<file path="src/rtl/gre_tm_pkg.sv">
// ----------------------------------------------------------------------------
// gre_tm_pkg
// Shared types and constants for the GRE tunnel match and header parse block.
// ----------------------------------------------------------------------------
package gre_tm_pkg;

    localparam int IDX_W   = 4;
    localparam int SLOTS   = 2 ** IDX_W;
    localparam int ADDR_W  = 32;
    localparam int PROTO_W = 8;
    localparam int HLEN_W  = 6;
    localparam int OFF_W   = 7;
    localparam int WORD_W  = 16;
    localparam int VERD_W  = 2;

    localparam logic [PROTO_W-1:0] PROTO_GRE    = 8'd47;
    localparam logic [OFF_W-1:0]   GRE_BASE_LEN = 7'd4;
    localparam logic [OFF_W-1:0]   GRE_OPT_LEN  = 7'd4;

    localparam int BIT_CSUM  = 15;
    localparam int BIT_ROUTE = 14;
    localparam int BIT_KEY   = 13;
    localparam int BIT_SEQ   = 12;

    localparam logic [WORD_W-1:0] TYPE_IPV4  = 16'h0800;
    localparam logic [WORD_W-1:0] TYPE_WCCP  = 16'h883E;
    localparam logic [WORD_W-1:0] TYPE_ATALK = 16'h809B;

    localparam logic FUNC_WRITE    = 1'b0;
    localparam logic FUNC_CLASSIFY = 1'b1;

    localparam logic [VERD_W-1:0] VERDICT_RAW   = 2'd0;
    localparam logic [VERD_W-1:0] VERDICT_IP    = 2'd1;
    localparam logic [VERD_W-1:0] VERDICT_ATALK = 2'd2;

    typedef enum logic [1:0] {
        ST_IDLE,
        ST_SEARCH,
        ST_FINISH
    } state_t;

    // search token handed from cell to cell
    typedef struct packed {
        logic             valid;
        logic             found;
        logic [IDX_W-1:0] hit;
    } link_t;

    // tunnel entry write
    typedef struct packed {
        logic               en;
        logic [IDX_W-1:0]   index;
        logic [ADDR_W-1:0]  local_addr;
        logic [ADDR_W-1:0]  remote_addr;
        logic [PROTO_W-1:0] proto;
        logic               up;
    } entry_wr_t;

    // lookup key broadcast to all cells
    typedef struct packed {
        logic [ADDR_W-1:0]  src;
        logic [ADDR_W-1:0]  dst;
        logic [PROTO_W-1:0] proto;
    } key_t;

endpackage

</file>
<file path="src/rtl/gre_tm_cell.sv">
// ----------------------------------------------------------------------------
// gre_tm_cell
// One tunnel table slot. Holds the entry and passes the search token on,
// claiming it when the token is still unmatched and this slot matches.
// ----------------------------------------------------------------------------
module gre_tm_cell #(
    parameter int CELL_ID = 0
) (
    input  logic                  clk,
    input  logic                  rst_n,
    input  gre_tm_pkg::entry_wr_t wr,
    input  gre_tm_pkg::key_t      key,
    input  gre_tm_pkg::link_t     link_in,
    output gre_tm_pkg::link_t     link_out
);

    localparam bit IN_RANGE = CELL_ID < gre_tm_pkg::SLOTS;
    localparam logic [gre_tm_pkg::IDX_W-1:0] ID = gre_tm_pkg::IDX_W'(CELL_ID);

    logic [gre_tm_pkg::ADDR_W-1:0]  local_reg;
    logic [gre_tm_pkg::ADDR_W-1:0]  remote_reg;
    logic [gre_tm_pkg::PROTO_W-1:0] proto_reg;
    logic                           active_reg;
    gre_tm_pkg::link_t              link_reg;
    gre_tm_pkg::link_t              link_next;
    logic                           wr_hit;
    logic                           match;

    assign wr_hit = IN_RANGE && wr.en && (wr.index == ID);
    assign match  = active_reg && (remote_reg == key.src) && (local_reg == key.dst)
                    && (proto_reg == key.proto);

    always_comb
    begin
        link_next = link_in;
        if (link_in.valid && !link_in.found && match)
        begin
            link_next.found = 1'b1;
            link_next.hit   = ID;
        end
    end

    always_ff @(posedge clk or negedge rst_n)
    begin
        if (!rst_n)
        begin
            active_reg <= 1'b0;
            link_reg   <= '0;
        end
        else
        begin
            link_reg <= link_next;
            if (wr_hit)
            begin
                active_reg <= wr.up;
            end
        end
    end

    always_ff @(posedge clk)
    begin
        if (wr_hit)
        begin
            local_reg  <= wr.local_addr;
            remote_reg <= wr.remote_addr;
            proto_reg  <= wr.proto;
        end
    end

    assign link_out = link_reg;

endmodule

</file>
<file path="src/rtl/gre_tunnel_match_and_header_parse.sv">
// ----------------------------------------------------------------------------
// gre_tunnel_match_and_header_parse
// GRE tunnel table with lookup and RFC 1701 header length / delivery decode.
// ----------------------------------------------------------------------------
// One request is worked on at a time. A table write goes straight to its
// cell on acceptance; a classify request sends the search token down the
// chain of tunnel cells, one cell per clock. The result is then loaded into
// the output register, and the next request is accepted once it has been
// loaded. A result waits to be loaded while the output is stalled with an
// earlier result still held. The first up tunnel in slot order that matches
// source, destination and protocol wins. A finished result sits in the
// output register while the next request is accepted.
// ----------------------------------------------------------------------------
module gre_tunnel_match_and_header_parse #(
    parameter int TUNNELS = 16
) (
    input  logic        clk,
    input  logic        rst_n,

    input  logic        cfg_valid,
    output logic        cfg_ready,
    input  logic        cfg_data,

    input  logic        in_valid,
    output logic        in_stall,
    input  logic        func,
    input  logic [3:0]  entry_index,
    input  logic [31:0] entry_local_addr,
    input  logic [31:0] entry_remote_addr,
    input  logic [7:0]  entry_proto,
    input  logic        entry_up,
    input  logic [31:0] ip_src,
    input  logic [31:0] ip_dst,
    input  logic [7:0]  ip_proto,
    input  logic [5:0]  ip_header_len,
    input  logic [15:0] gre_flags,
    input  logic [15:0] gre_ptype,

    output logic        out_valid,
    input  logic        out_stall,
    output logic [1:0]  verdict,
    output logic [3:0]  tunnel_index,
    output logic [6:0]  payload_offset
);

    gre_tm_pkg::state_t    state_reg, state_next;
    logic                  in_accept;
    logic                  out_free;

    logic                  atalk_en_reg;
    logic                  start_reg, start_next;
    gre_tm_pkg::key_t      key_reg, key_next;
    logic [gre_tm_pkg::HLEN_W-1:0] hlen_reg, hlen_next;
    logic [gre_tm_pkg::WORD_W-1:0] flags_reg, flags_next;
    logic [gre_tm_pkg::WORD_W-1:0] ptype_reg, ptype_next;

    logic [gre_tm_pkg::VERD_W-1:0] res_verd_reg, res_verd_next;
    logic [gre_tm_pkg::IDX_W-1:0]  res_idx_reg, res_idx_next;
    logic [gre_tm_pkg::OFF_W-1:0]  res_off_reg, res_off_next;

    logic                          out_valid_reg, out_valid_next;
    logic [gre_tm_pkg::VERD_W-1:0] out_verd_reg;
    logic [gre_tm_pkg::IDX_W-1:0]  out_idx_reg;
    logic [gre_tm_pkg::OFF_W-1:0]  out_off_reg;

    gre_tm_pkg::entry_wr_t wr;
    gre_tm_pkg::link_t     link [TUNNELS+1];
    gre_tm_pkg::link_t     tail;

    logic                          take_search;
    logic                          load_out;
    logic                          reject;
    logic [gre_tm_pkg::VERD_W-1:0] kind;
    logic [gre_tm_pkg::OFF_W-1:0]  total;

    assign cfg_ready = 1'b1;
    assign out_free  = !out_valid_reg || !out_stall;
    assign in_accept = in_valid && !in_stall;
    assign tail      = link[TUNNELS];

    // next state
    always_comb
    begin
        state_next = state_reg;
        unique case (state_reg)
            gre_tm_pkg::ST_IDLE:
            begin
                if (in_valid)
                begin
                    state_next = (func == gre_tm_pkg::FUNC_CLASSIFY) ?
                                 gre_tm_pkg::ST_SEARCH : gre_tm_pkg::ST_FINISH;
                end
            end
            gre_tm_pkg::ST_SEARCH:
            begin
                if (tail.valid)
                begin
                    state_next = gre_tm_pkg::ST_FINISH;
                end
            end
            gre_tm_pkg::ST_FINISH:
            begin
                if (out_free)
                begin
                    state_next = gre_tm_pkg::ST_IDLE;
                end
            end
            default: state_next = gre_tm_pkg::ST_IDLE;
        endcase
    end

    // fsm outputs
    always_comb
    begin
        in_stall    = 1'b1;
        take_search = 1'b0;
        load_out    = 1'b0;
        unique case (state_reg)
            gre_tm_pkg::ST_IDLE:   in_stall    = 1'b0;
            gre_tm_pkg::ST_SEARCH: take_search = tail.valid;
            gre_tm_pkg::ST_FINISH: load_out    = out_free;
            default:               in_stall    = 1'b1;
        endcase
    end

    assign wr.en          = in_accept && (func == gre_tm_pkg::FUNC_WRITE);
    assign wr.index       = entry_index;
    assign wr.local_addr  = entry_local_addr;
    assign wr.remote_addr = entry_remote_addr;
    assign wr.proto       = entry_proto;
    assign wr.up          = entry_up;

    assign link[0] = '{valid: start_reg, found: 1'b0, hit: '0};

    genvar gi;
    generate
        for (gi = 0; gi < TUNNELS; gi++)
        begin : g_cell
            gre_tm_cell #(
                .CELL_ID (gi)
            ) u_cell (
                .clk      (clk),
                .rst_n    (rst_n),
                .wr       (wr),
                .key      (key_reg),
                .link_in  (link[gi]),
                .link_out (link[gi+1])
            );
        end
    endgenerate

    // header decode
    always_comb
    begin
        total = {1'b0, hlen_reg} + gre_tm_pkg::GRE_BASE_LEN;
        if (flags_reg[gre_tm_pkg::BIT_CSUM] || flags_reg[gre_tm_pkg::BIT_ROUTE])
        begin
            total = total + gre_tm_pkg::GRE_OPT_LEN;
        end
        if (flags_reg[gre_tm_pkg::BIT_KEY])
        begin
            total = total + gre_tm_pkg::GRE_OPT_LEN;
        end
        if (flags_reg[gre_tm_pkg::BIT_SEQ])
        begin
            total = total + gre_tm_pkg::GRE_OPT_LEN;
        end

        kind = gre_tm_pkg::VERDICT_RAW;
        if (ptype_reg == gre_tm_pkg::TYPE_IPV4 || ptype_reg == gre_tm_pkg::TYPE_WCCP)
        begin
            kind = gre_tm_pkg::VERDICT_IP;
        end
        else if (ptype_reg == gre_tm_pkg::TYPE_ATALK && atalk_en_reg)
        begin
            kind = gre_tm_pkg::VERDICT_ATALK;
        end

        reject = (key_reg.proto != gre_tm_pkg::PROTO_GRE)
                 || flags_reg[gre_tm_pkg::BIT_ROUTE]
                 || (kind == gre_tm_pkg::VERDICT_RAW);
    end

    // request and result registers
    always_comb
    begin
        start_next    = in_accept && (func == gre_tm_pkg::FUNC_CLASSIFY);
        key_next      = key_reg;
        hlen_next     = hlen_reg;
        flags_next    = flags_reg;
        ptype_next    = ptype_reg;
        res_verd_next = res_verd_reg;
        res_idx_next  = res_idx_reg;
        res_off_next  = res_off_reg;

        if (in_accept)
        begin
            key_next      = '{src: ip_src, dst: ip_dst, proto: ip_proto};
            hlen_next     = ip_header_len;
            flags_next    = gre_flags;
            ptype_next    = gre_ptype;
            res_verd_next = gre_tm_pkg::VERDICT_RAW;
            res_idx_next  = '0;
            res_off_next  = '0;
        end
        else if (take_search && tail.found)
        begin
            res_idx_next = tail.hit;
            if (!reject)
            begin
                res_verd_next = kind;
                res_off_next  = total;
            end
        end
    end

    always_comb
    begin
        if (load_out)
        begin
            out_valid_next = 1'b1;
        end
        else
        begin
            out_valid_next = out_valid_reg && out_stall;
        end
    end

    always_ff @(posedge clk or negedge rst_n)
    begin
        if (!rst_n)
        begin
            state_reg     <= gre_tm_pkg::ST_IDLE;
            atalk_en_reg  <= 1'b0;
            start_reg     <= 1'b0;
            out_valid_reg <= 1'b0;
        end
        else
        begin
            state_reg     <= state_next;
            start_reg     <= start_next;
            out_valid_reg <= out_valid_next;
            if (cfg_valid && cfg_ready)
            begin
                atalk_en_reg <= cfg_data;
            end
        end
    end

    always_ff @(posedge clk)
    begin
        key_reg      <= key_next;
        hlen_reg     <= hlen_next;
        flags_reg    <= flags_next;
        ptype_reg    <= ptype_next;
        res_verd_reg <= res_verd_next;
        res_idx_reg  <= res_idx_next;
        res_off_reg  <= res_off_next;
        if (load_out)
        begin
            out_verd_reg <= res_verd_reg;
            out_idx_reg  <= res_idx_reg;
            out_off_reg  <= res_off_reg;
        end
    end

    assign out_valid      = out_valid_reg;
    assign verdict        = out_verd_reg;
    assign tunnel_index   = out_idx_reg;
    assign payload_offset = out_off_reg;

endmodule

</file>
<file path="config.mk">
export PLATFORM = sky130hd
export DESIGN_NAME = gre_tunnel_match_and_header_parse
export DESIGN_NICKNAME = d
export VERILOG_FILES = /design/src/rtl/gre_tm_pkg.sv /design/src/rtl/gre_tm_cell.sv /design/src/rtl/gre_tunnel_match_and_header_parse.sv
export SDC_FILE = /design/constraint.sdc
export NUM_CORES = 2
export LEC_CHECK = 0
export ABC_CLOCK_PERIOD_IN_PS = 17100
export BUFFER_PORTS_ARGS = -buffer_cell sky130_fd_sc_hd__buf_2
export CAP_MARGIN = 30
export CORE_ASPECT_RATIO = 1.1
export CORE_MARGIN = 2
export CORE_UTILIZATION = 35
export DETAILED_ROUTE_END_ITERATION = 7
export HOLD_SLACK_MARGIN = 0.1
export PLACE_DENSITY = 0.49
export RECOVER_POWER = 50
export SETUP_SLACK_MARGIN = 0.15
export SLEW_MARGIN = 20
export SYNTH_ARGS = -nofsm -noshare
export SYNTH_HDL_FRONTEND = slang
export SYNTH_SLANG_ARGS = --single-unit
</file>
<file path="constraint.sdc">
create_clock -name clk -period 17.1 [get_ports clk]
set_clock_uncertainty 0.2 [all_clocks]
set_input_delay 0.855 -clock clk [delete_from_list [all_inputs] [get_ports clk]]
set_output_delay 0.855 -clock clk [all_outputs]
set_load 0.02 [all_outputs]
</file>
* Word level (Yosys, flattened, before mapping)
Index checks and enable logic that the tools add are counted.
** Storage, ports and cells
- Logic and storage cells :: 364
- Flip-flop bits (word level) :: 1405
- Output and inout bits :: 16
** Operators by class
- Equal/unequal tests :: 72
- Muxes and demuxes :: 30
- $add $sub $neg :: 4
- Reduce and logical (&&, ||, !) cells :: 128
- Bitwise logic cells :: 2
** Operators by type and width (number)
- $eq 32x32->1 :: 32
- $eq 8x8->1 :: 16
- $logic_and 1x1->1 :: 101
- $mux 5 :: 16
- $eq 16x16->1 const B :: 2
- $eq 4x4->1 const B :: 8
- $add 7x3->7 const B :: 3
- $mux 7 :: 3
- $logic_not 1->1 :: 17
- $eq 16x12->1 const B :: 1
- $eq 4x3->1 const B :: 4
- $mux 2 :: 6
- $eq 4x2->1 const B :: 2
- $ne 8x6->1 const B :: 1
- $add 6x3->7 const B :: 1
- $pmux 2 s3 :: 1
- $logic_or 1x1->1 :: 5
- $eq 4x1->1 const B :: 1
- $logic_not 2->1 :: 2
- $logic_not 4->1 :: 1
- $mux 1 :: 4
- $ne 2x2->1 const B :: 2
- $reduce_and 3->1 :: 1
- $eq 2x1->1 const B :: 1
- other kinds (4) :: 5

* Logic depth before layout (Yosys ltp)
- Depth after elaboration :: 8
- Depth in mapped cells :: 11

* Cells and area by module
Synthesis repeated with hierarchy kept, for this count alone.
** Second synthesis, totals
- Cell total of the unflattened synthesis :: 3203
- Area total of the unflattened synthesis :: 55607.1 µm²
** By module, submodules not included
- gre_tm_cell (g_cell[0].u_cell ...) :: instances 7, area each 3194.3 µm², cells each 185
- gre_tm_cell (g_cell[11].u_cell ...) :: instances 4, area each 3195.6 µm², cells each 185
- gre_tm_cell (g_cell[13].u_cell ...) :: instances 4, area each 3191.8 µm², cells each 185
- gre_tunnel_match_and_header_parse :: instances 1, area each 4491.8 µm², cells each 242
- gre_tm_cell (g_cell[15].u_cell) :: instances 1, area each 3205.6 µm², cells each 186

* Worst setup path after synthesis
OpenSTA, ideal clock, no wires.
- Path type :: input -> register
- Start point :: input func
- End point :: register g_cell[0].u_cell.active_reg
- Required time :: 16810 ps
- Stages :: 3
- Slack :: 9622 ps
- Data arrival time :: 7188 ps
- Path through :: or4_1 nor3_1 mux2_2
** On the way
- Longest elaborated chain between the ends :: 3
** Ends and longest elaborated chain
- start: declaration :: RTL line gre_tunnel_match_and_header_parse.sv:26 : input logic func,
- $not 1->1 :: RTL line gre_tunnel_match_and_header_parse.sv:126 : assign wr.en = in_accept && (func == gre_tm_pkg::FUNC_WRITE);
- $logic_and 1x1->1 :: RTL line gre_tunnel_match_and_header_parse.sv:126
- $logic_and 1x1->1 :: RTL line gre_tm_cell.sv:29 : assign wr_hit = IN_RANGE && wr.en && (wr.index == ID);
- named net g_cell[0].u_cell.wr_hit :: RTL line gre_tm_cell.sv:26 : logic wr_hit;
- end signal: assignment :: RTL line gre_tm_cell.sv:55 : active_reg <= wr.up;
- end: declaration :: RTL line gre_tm_cell.sv:23 : logic active_reg;
The timed path passes the listed nets, and every way through them passes these cells.
A chain may end at the register's enable or synchronous reset.

* Worst setup path in the final report
- Start point :: register state_reg[1]
- End point :: register key_reg[28] (netlist bit) (enable)
** On the way
- Longest elaborated chain between the ends :: 2
** Ends and longest elaborated chain
- start: declaration :: RTL line gre_tunnel_match_and_header_parse.sv:46 : gre_tm_pkg::state_t state_reg, state_next;
- start signal: assignment :: RTL line gre_tunnel_match_and_header_parse.sv:233 : state_reg <= gre_tm_pkg::ST_IDLE;
- start signal: assignment :: RTL line gre_tunnel_match_and_header_parse.sv:240 : state_reg <= state_next;
- $logic_not 2->1 :: RTL line gre_tunnel_match_and_header_parse.sv:118 : unique case (state_reg)
- $logic_and 1x1->1 :: RTL line gre_tunnel_match_and_header_parse.sv:78 : assign in_accept = in_valid && !in_stall;
- end signal: assignment :: RTL line gre_tunnel_match_and_header_parse.sv:252 : key_reg <= key_next;
- end: declaration :: RTL line gre_tunnel_match_and_header_parse.sv:52 : gre_tm_pkg::key_t key_reg, key_next;
Every way passes these cells.

==> summary.md <==
| Metric | Value |
|---|---|
| Area share of the largest cell type after synthesis | `68.2%` |
| Relative max-transition margin | `-81.7%` |
| Vias per Instance | `5.51` |
| Sequential Power Share | `45.7%` |
| Final WL | `226 mm` |
| Placeable core area | `158,000 µm²` |
| Max Cap Violations | `72` |
| Total number of H-tree levels | `4` |
| Via count of the first global-routing pass | `30,688` |
| Worst path arrival time | `4.66 ns` |
| Origin of the critical flop-to-flop path | `state_reg[1]` |
| Instance area after placement | `59,700 µm²` |
| Number of cells produced by synthesis | `3,337` |
| Reg2reg end | `key_reg[28]` |
| Number of DRC markers after the initial detailed-route iteration | `4,802` |
| Worst path max stage delay | `1.98 ns` |
| Area Growth Syn to Fin | `17.9%` |
| Maximum fanout along the worst path | `57` |
| Setup TNS after final layout | `0 ns` |
| Total area of sequential cells | `40,700 µm²` |
| Synth area leader | `sky130_fd_sc_hd__edfxtp_1` |
| Post-route fraction of the period consumed by the critical path | `26.0%` |
| Required time reported for the critical path endpoint | `17.33 ns` |
| Average detailed-routed wire length per instance | `37.7 µm` |
| Fraction of the mapped netlist area in compound gates | `1.23%` |
| Antenna Nets Post-Route | `0` |
| Status | `finished with violations` |
| Category of the most critical setup path | `reg2reg` |
| Critical path cell sequence | `nor2_1 -> nand2_1 -> clkinvlp_2 -> buf_4` |
| Post-detailed-route DRC marker count | `0` |
| EDFF count, synth | `1,263` |
| Most used DFF post-synth | `sky130_fd_sc_hd__edfxtp_1` |
| Post-synthesis sequential area ratio | `73.3%` |
| Number of cells on the worst hold path | `0` |
| Share of synthesized flip-flops with an asynchronous set or reset | `7.40%` |
| Least-Margin Pin Slew | `2.73 ns` |
| Detailed placer's ending HPWL | `128 mm` |
| Maximum number of pins on one net before global-route repair | `69` |
| Post-cts sizing count | `0` |
| Synth warn | `0` |
| Synthesized-area fraction occupied by and/or/nand/nor cells | `5.91%` |
| Initial antenna violation count | `37` |
| Power density normalized to cell area | `129 nW/µm²` |
| Total of flip-flops plus latches after synthesis | `1,378` |
| Switch share | `28.6%` |
| Initial Utilization | `35.2%` |
| Static leakage | `0.0213 µW` |
| Buffers from clock root to sink, at most | `3` |
| Post-synthesis instance area | `55,600 µm²` |
| Vias | `33,066` |
| Number of filler instances in the final layout | `14,294` |
| Standard-cell rows | `153` |
| Number of clock sinks | `1,378` |
| Critical hold path startpoint | `g_cell[1].u_cell.link_out[5]` |
| Critical path launch point type | `flop` |
| Overflow left after global routing | `0` |
| Post-synthesis mux area share | `0.506%` |
| Total routing resource utilization after global routing | `27.6%` |
| Adder-cell share of the synthesized area | `0.113%` |
| Number of buffers created by CTS | `154` |
| First drt pass iteration count | `5` |
| Number of port buffers | `196` |
| Critical Path End Type | `flop` |
| Slowest cell on the critical path | `sky130_fd_sc_hd__clkinvlp_2` |
| Width of the chip | `384 µm` |
| Number of unique standard cell types used by synthesis | `60` |
| Cell types with the largest area share after synthesis | `sky130_fd_sc_hd__edfxtp_1, sky130_fd_sc_hd__xnor2_1, sky130_fd_sc_hd__xor2_1, sky130_fd_sc_hd__dfrtp_1, sky130_fd_sc_hd__nand4_1` |
| Footprint of the multi-input gates | `14,100 µm²` |
| Total I/O pin count | `210` |
| Gate power share | `15.9%` |
| Setup repair after global routing missed its margin | `no` |
| Violated checks | `capacitance limit, slew limit` |
| Count of nets after finishing | `3,972` |
| Internal cell power | `6030 µW` |
| Clock share of power | `38.4%` |
| Post-route cell area | `65,500 µm²` |
| Number of hold violations in the final report | `0` |
| Clock period minus final worst setup slack | `4.44 ns` |
| Post-synthesis net count | `3,536` |
| Gp weighted congestion | `0.874` |
| Clock latency reported for the late side of the worst-skew pair | `0.80 ns` |
| Clock root cell | `sky130_fd_sc_hd__clkbuf_16` |
| Cell depth of the worst flop-to-flop path | `4` |
| Global-route wire length before repair | `294 mm` |
| Setup violation total in the final timing report | `0` |
| Peak Freq | `0.225 GHz` |
| Chip height | `422 µm` |
| Reg2Reg Setup Slack | `12.66 ns` |
| DIE AREA | `162,000 µm²` |
| Post-CTS Hold Buffers | `102` |
| End point of the worst hold path | `g_cell[2].u_cell.link_out[5]` |
| IR drop worst, VDD | `0.000113 V` |
| Synth Area in XOR/XNOR | `17.3%` |
| Count of buffers added by post-CTS timing repair for setup | `0` |
| Final count of pins violating max slew | `1,281` |
| Clock input transition at the sequential cells of the worst setup and hold paths | `0.06 ns` |
| Largest family of logic cells by synthesized area | `XOR/XNOR gates` |
| CTS tree | `built` |
| Worst Hold Class | `reg2reg` |
| Layout cells sized above 1 | `13.0%` |
| Syn Area/Cell | `16.7 µm²` |
| Switch Pwr | `2420 µW` |
==> area by class of cell <==
cell class | count | share of cell area (%)
inverter | 53 | 0.306
antenna | 9 | 0.0344
sequential | 1378 | 62.2
clock inverter | 74 | 0.982
multi-input combinational | 1758 | 21.5
tap | 2092 | 3.99
timing repair buffer | 428 | 4.52
clock buffer | 207 | 6.47
==> cells in the final DEF (no fill, tap or decap), drive strengths merged, types with 7 or more instances in the layout <==
master | Yosys | routed
diode | 0 | 9
mux2 | 17 | 17
dfxtp | 13 | 13
nand2 | 21 | 21
inv | 53 | 57
dlygate4sd3 | 0 | 102
nor2 | 34 | 34
nand2b | 42 | 42
o22ai | 20 | 20
edfxtp | 1263 | 1263
nor3 | 14 | 14
o221ai | 7 | 7
a22o | 9 | 9
o21ai | 7 | 7
bufinv | 0 | 7
dfrtp | 102 | 102
xor2 | 404 | 404
mux2i | 9 | 9
nor4 | 158 | 158
and2 | 16 | 16
nand4 | 201 | 201
xnor2 | 693 | 693
nand3 | 17 | 17
clkinv | 0 | 60
a221oi | 13 | 13
clkbuf | 28 | 291
o2bb2ai | 9 | 9
buf | 120 | 242
nand4b | 11 | 11
==> layer usage <==
metal  GRT usage, %  share of wire [%]  vias up
met3           4.32                8.4      369
met1           36.6                 39    17661
met2           45.7                 48     1840
met4           9.98                3.9        8
met5              0              0.023        -
li1               -                  -    13188
==> critical path: cells and delay by family (launching register included) <==
family,cells,cell delay [ns]
buf+inv,2,3.04
flops,1,0.43
simple gates,2,0.30
==> metrics by stage <==
stage | setup WS [ns] | std cells | power [µW] | hold WS [ns] | utilization [%]
floorplan | 9.62 | 3337 | 4600 | 0.154 | -
global placement | 12.91 | 5592 | 5230 | 0.157 | 37.7
detailed placement | 12.87 | 5603 | 5240 | 0.169 | 37.8
CTS | 12.84 | 5986 | 8480 | 0.149 | 41.5
global route | 12.10 | 5991 | 8650 | 0.186 | 41.5
finish | 12.66 | 5999 | 8460 | 0.180 | 41.5
==> synth_stat cells (all sizes together) (6+ instances only) <==
cell type,number
edfxtp,1263
nand3,17
mux2i,9
dfxtp,13
o21ai,7
a221oi,13
nor2b,6
nor3,14
clkbuf,28
dfrtp,102
a22o,9
nor2,34
nand2b,42
nor4,158
nand4,201
o2bb2ai,9
mux2,17
xor2,404
nand3b,6
o221ai,7
inv,53
and2,16
xnor2,693
buf,120
nand2,21
nand4b,11
o22ai,20
==> worst max path at each step <==
stage                            start                            end  slack, ns  cells after the start
after floorplan                   func    g_cell[0].u_cell.active_reg       9.62                      3
after global placement      key_reg[4]  g_cell[12].u_cell.link_out[0]      12.91                      6
after detailed placement    key_reg[4]  g_cell[12].u_cell.link_out[1]      12.87                      6
after CTS                   key_reg[4]  g_cell[12].u_cell.link_out[1]      12.84                      6
after global routing      state_reg[1]                    key_reg[62]      12.10                      4
final                     state_reg[1]                    key_reg[28]      12.66                      4
==> logic make-up after synthesis <==
kind of cell	count (synthesis)
AND/OR/NAND/NOR	540
AO/OA/AOI/OAI	89
adder cells (fa/ha/maj)	5
other	1
XOR/XNOR	1097
flip-flops	1378
buffers and inverters	201
multiplexers	26
==> power by group through the flow <==
stage | Combinational (µW) | Sequential (µW) | Clock, µW
floorplan | 684 | 3910 | 0
global placement | 1310 | 3920 | 0
detailed placement | 1310 | 3920 | 0
CTS | 1340 | 3850 | 3290
global route | 1370 | 3870 | 3410
finish | 1350 | 3860 | 3250
Power figures use the tool's default switching activity.
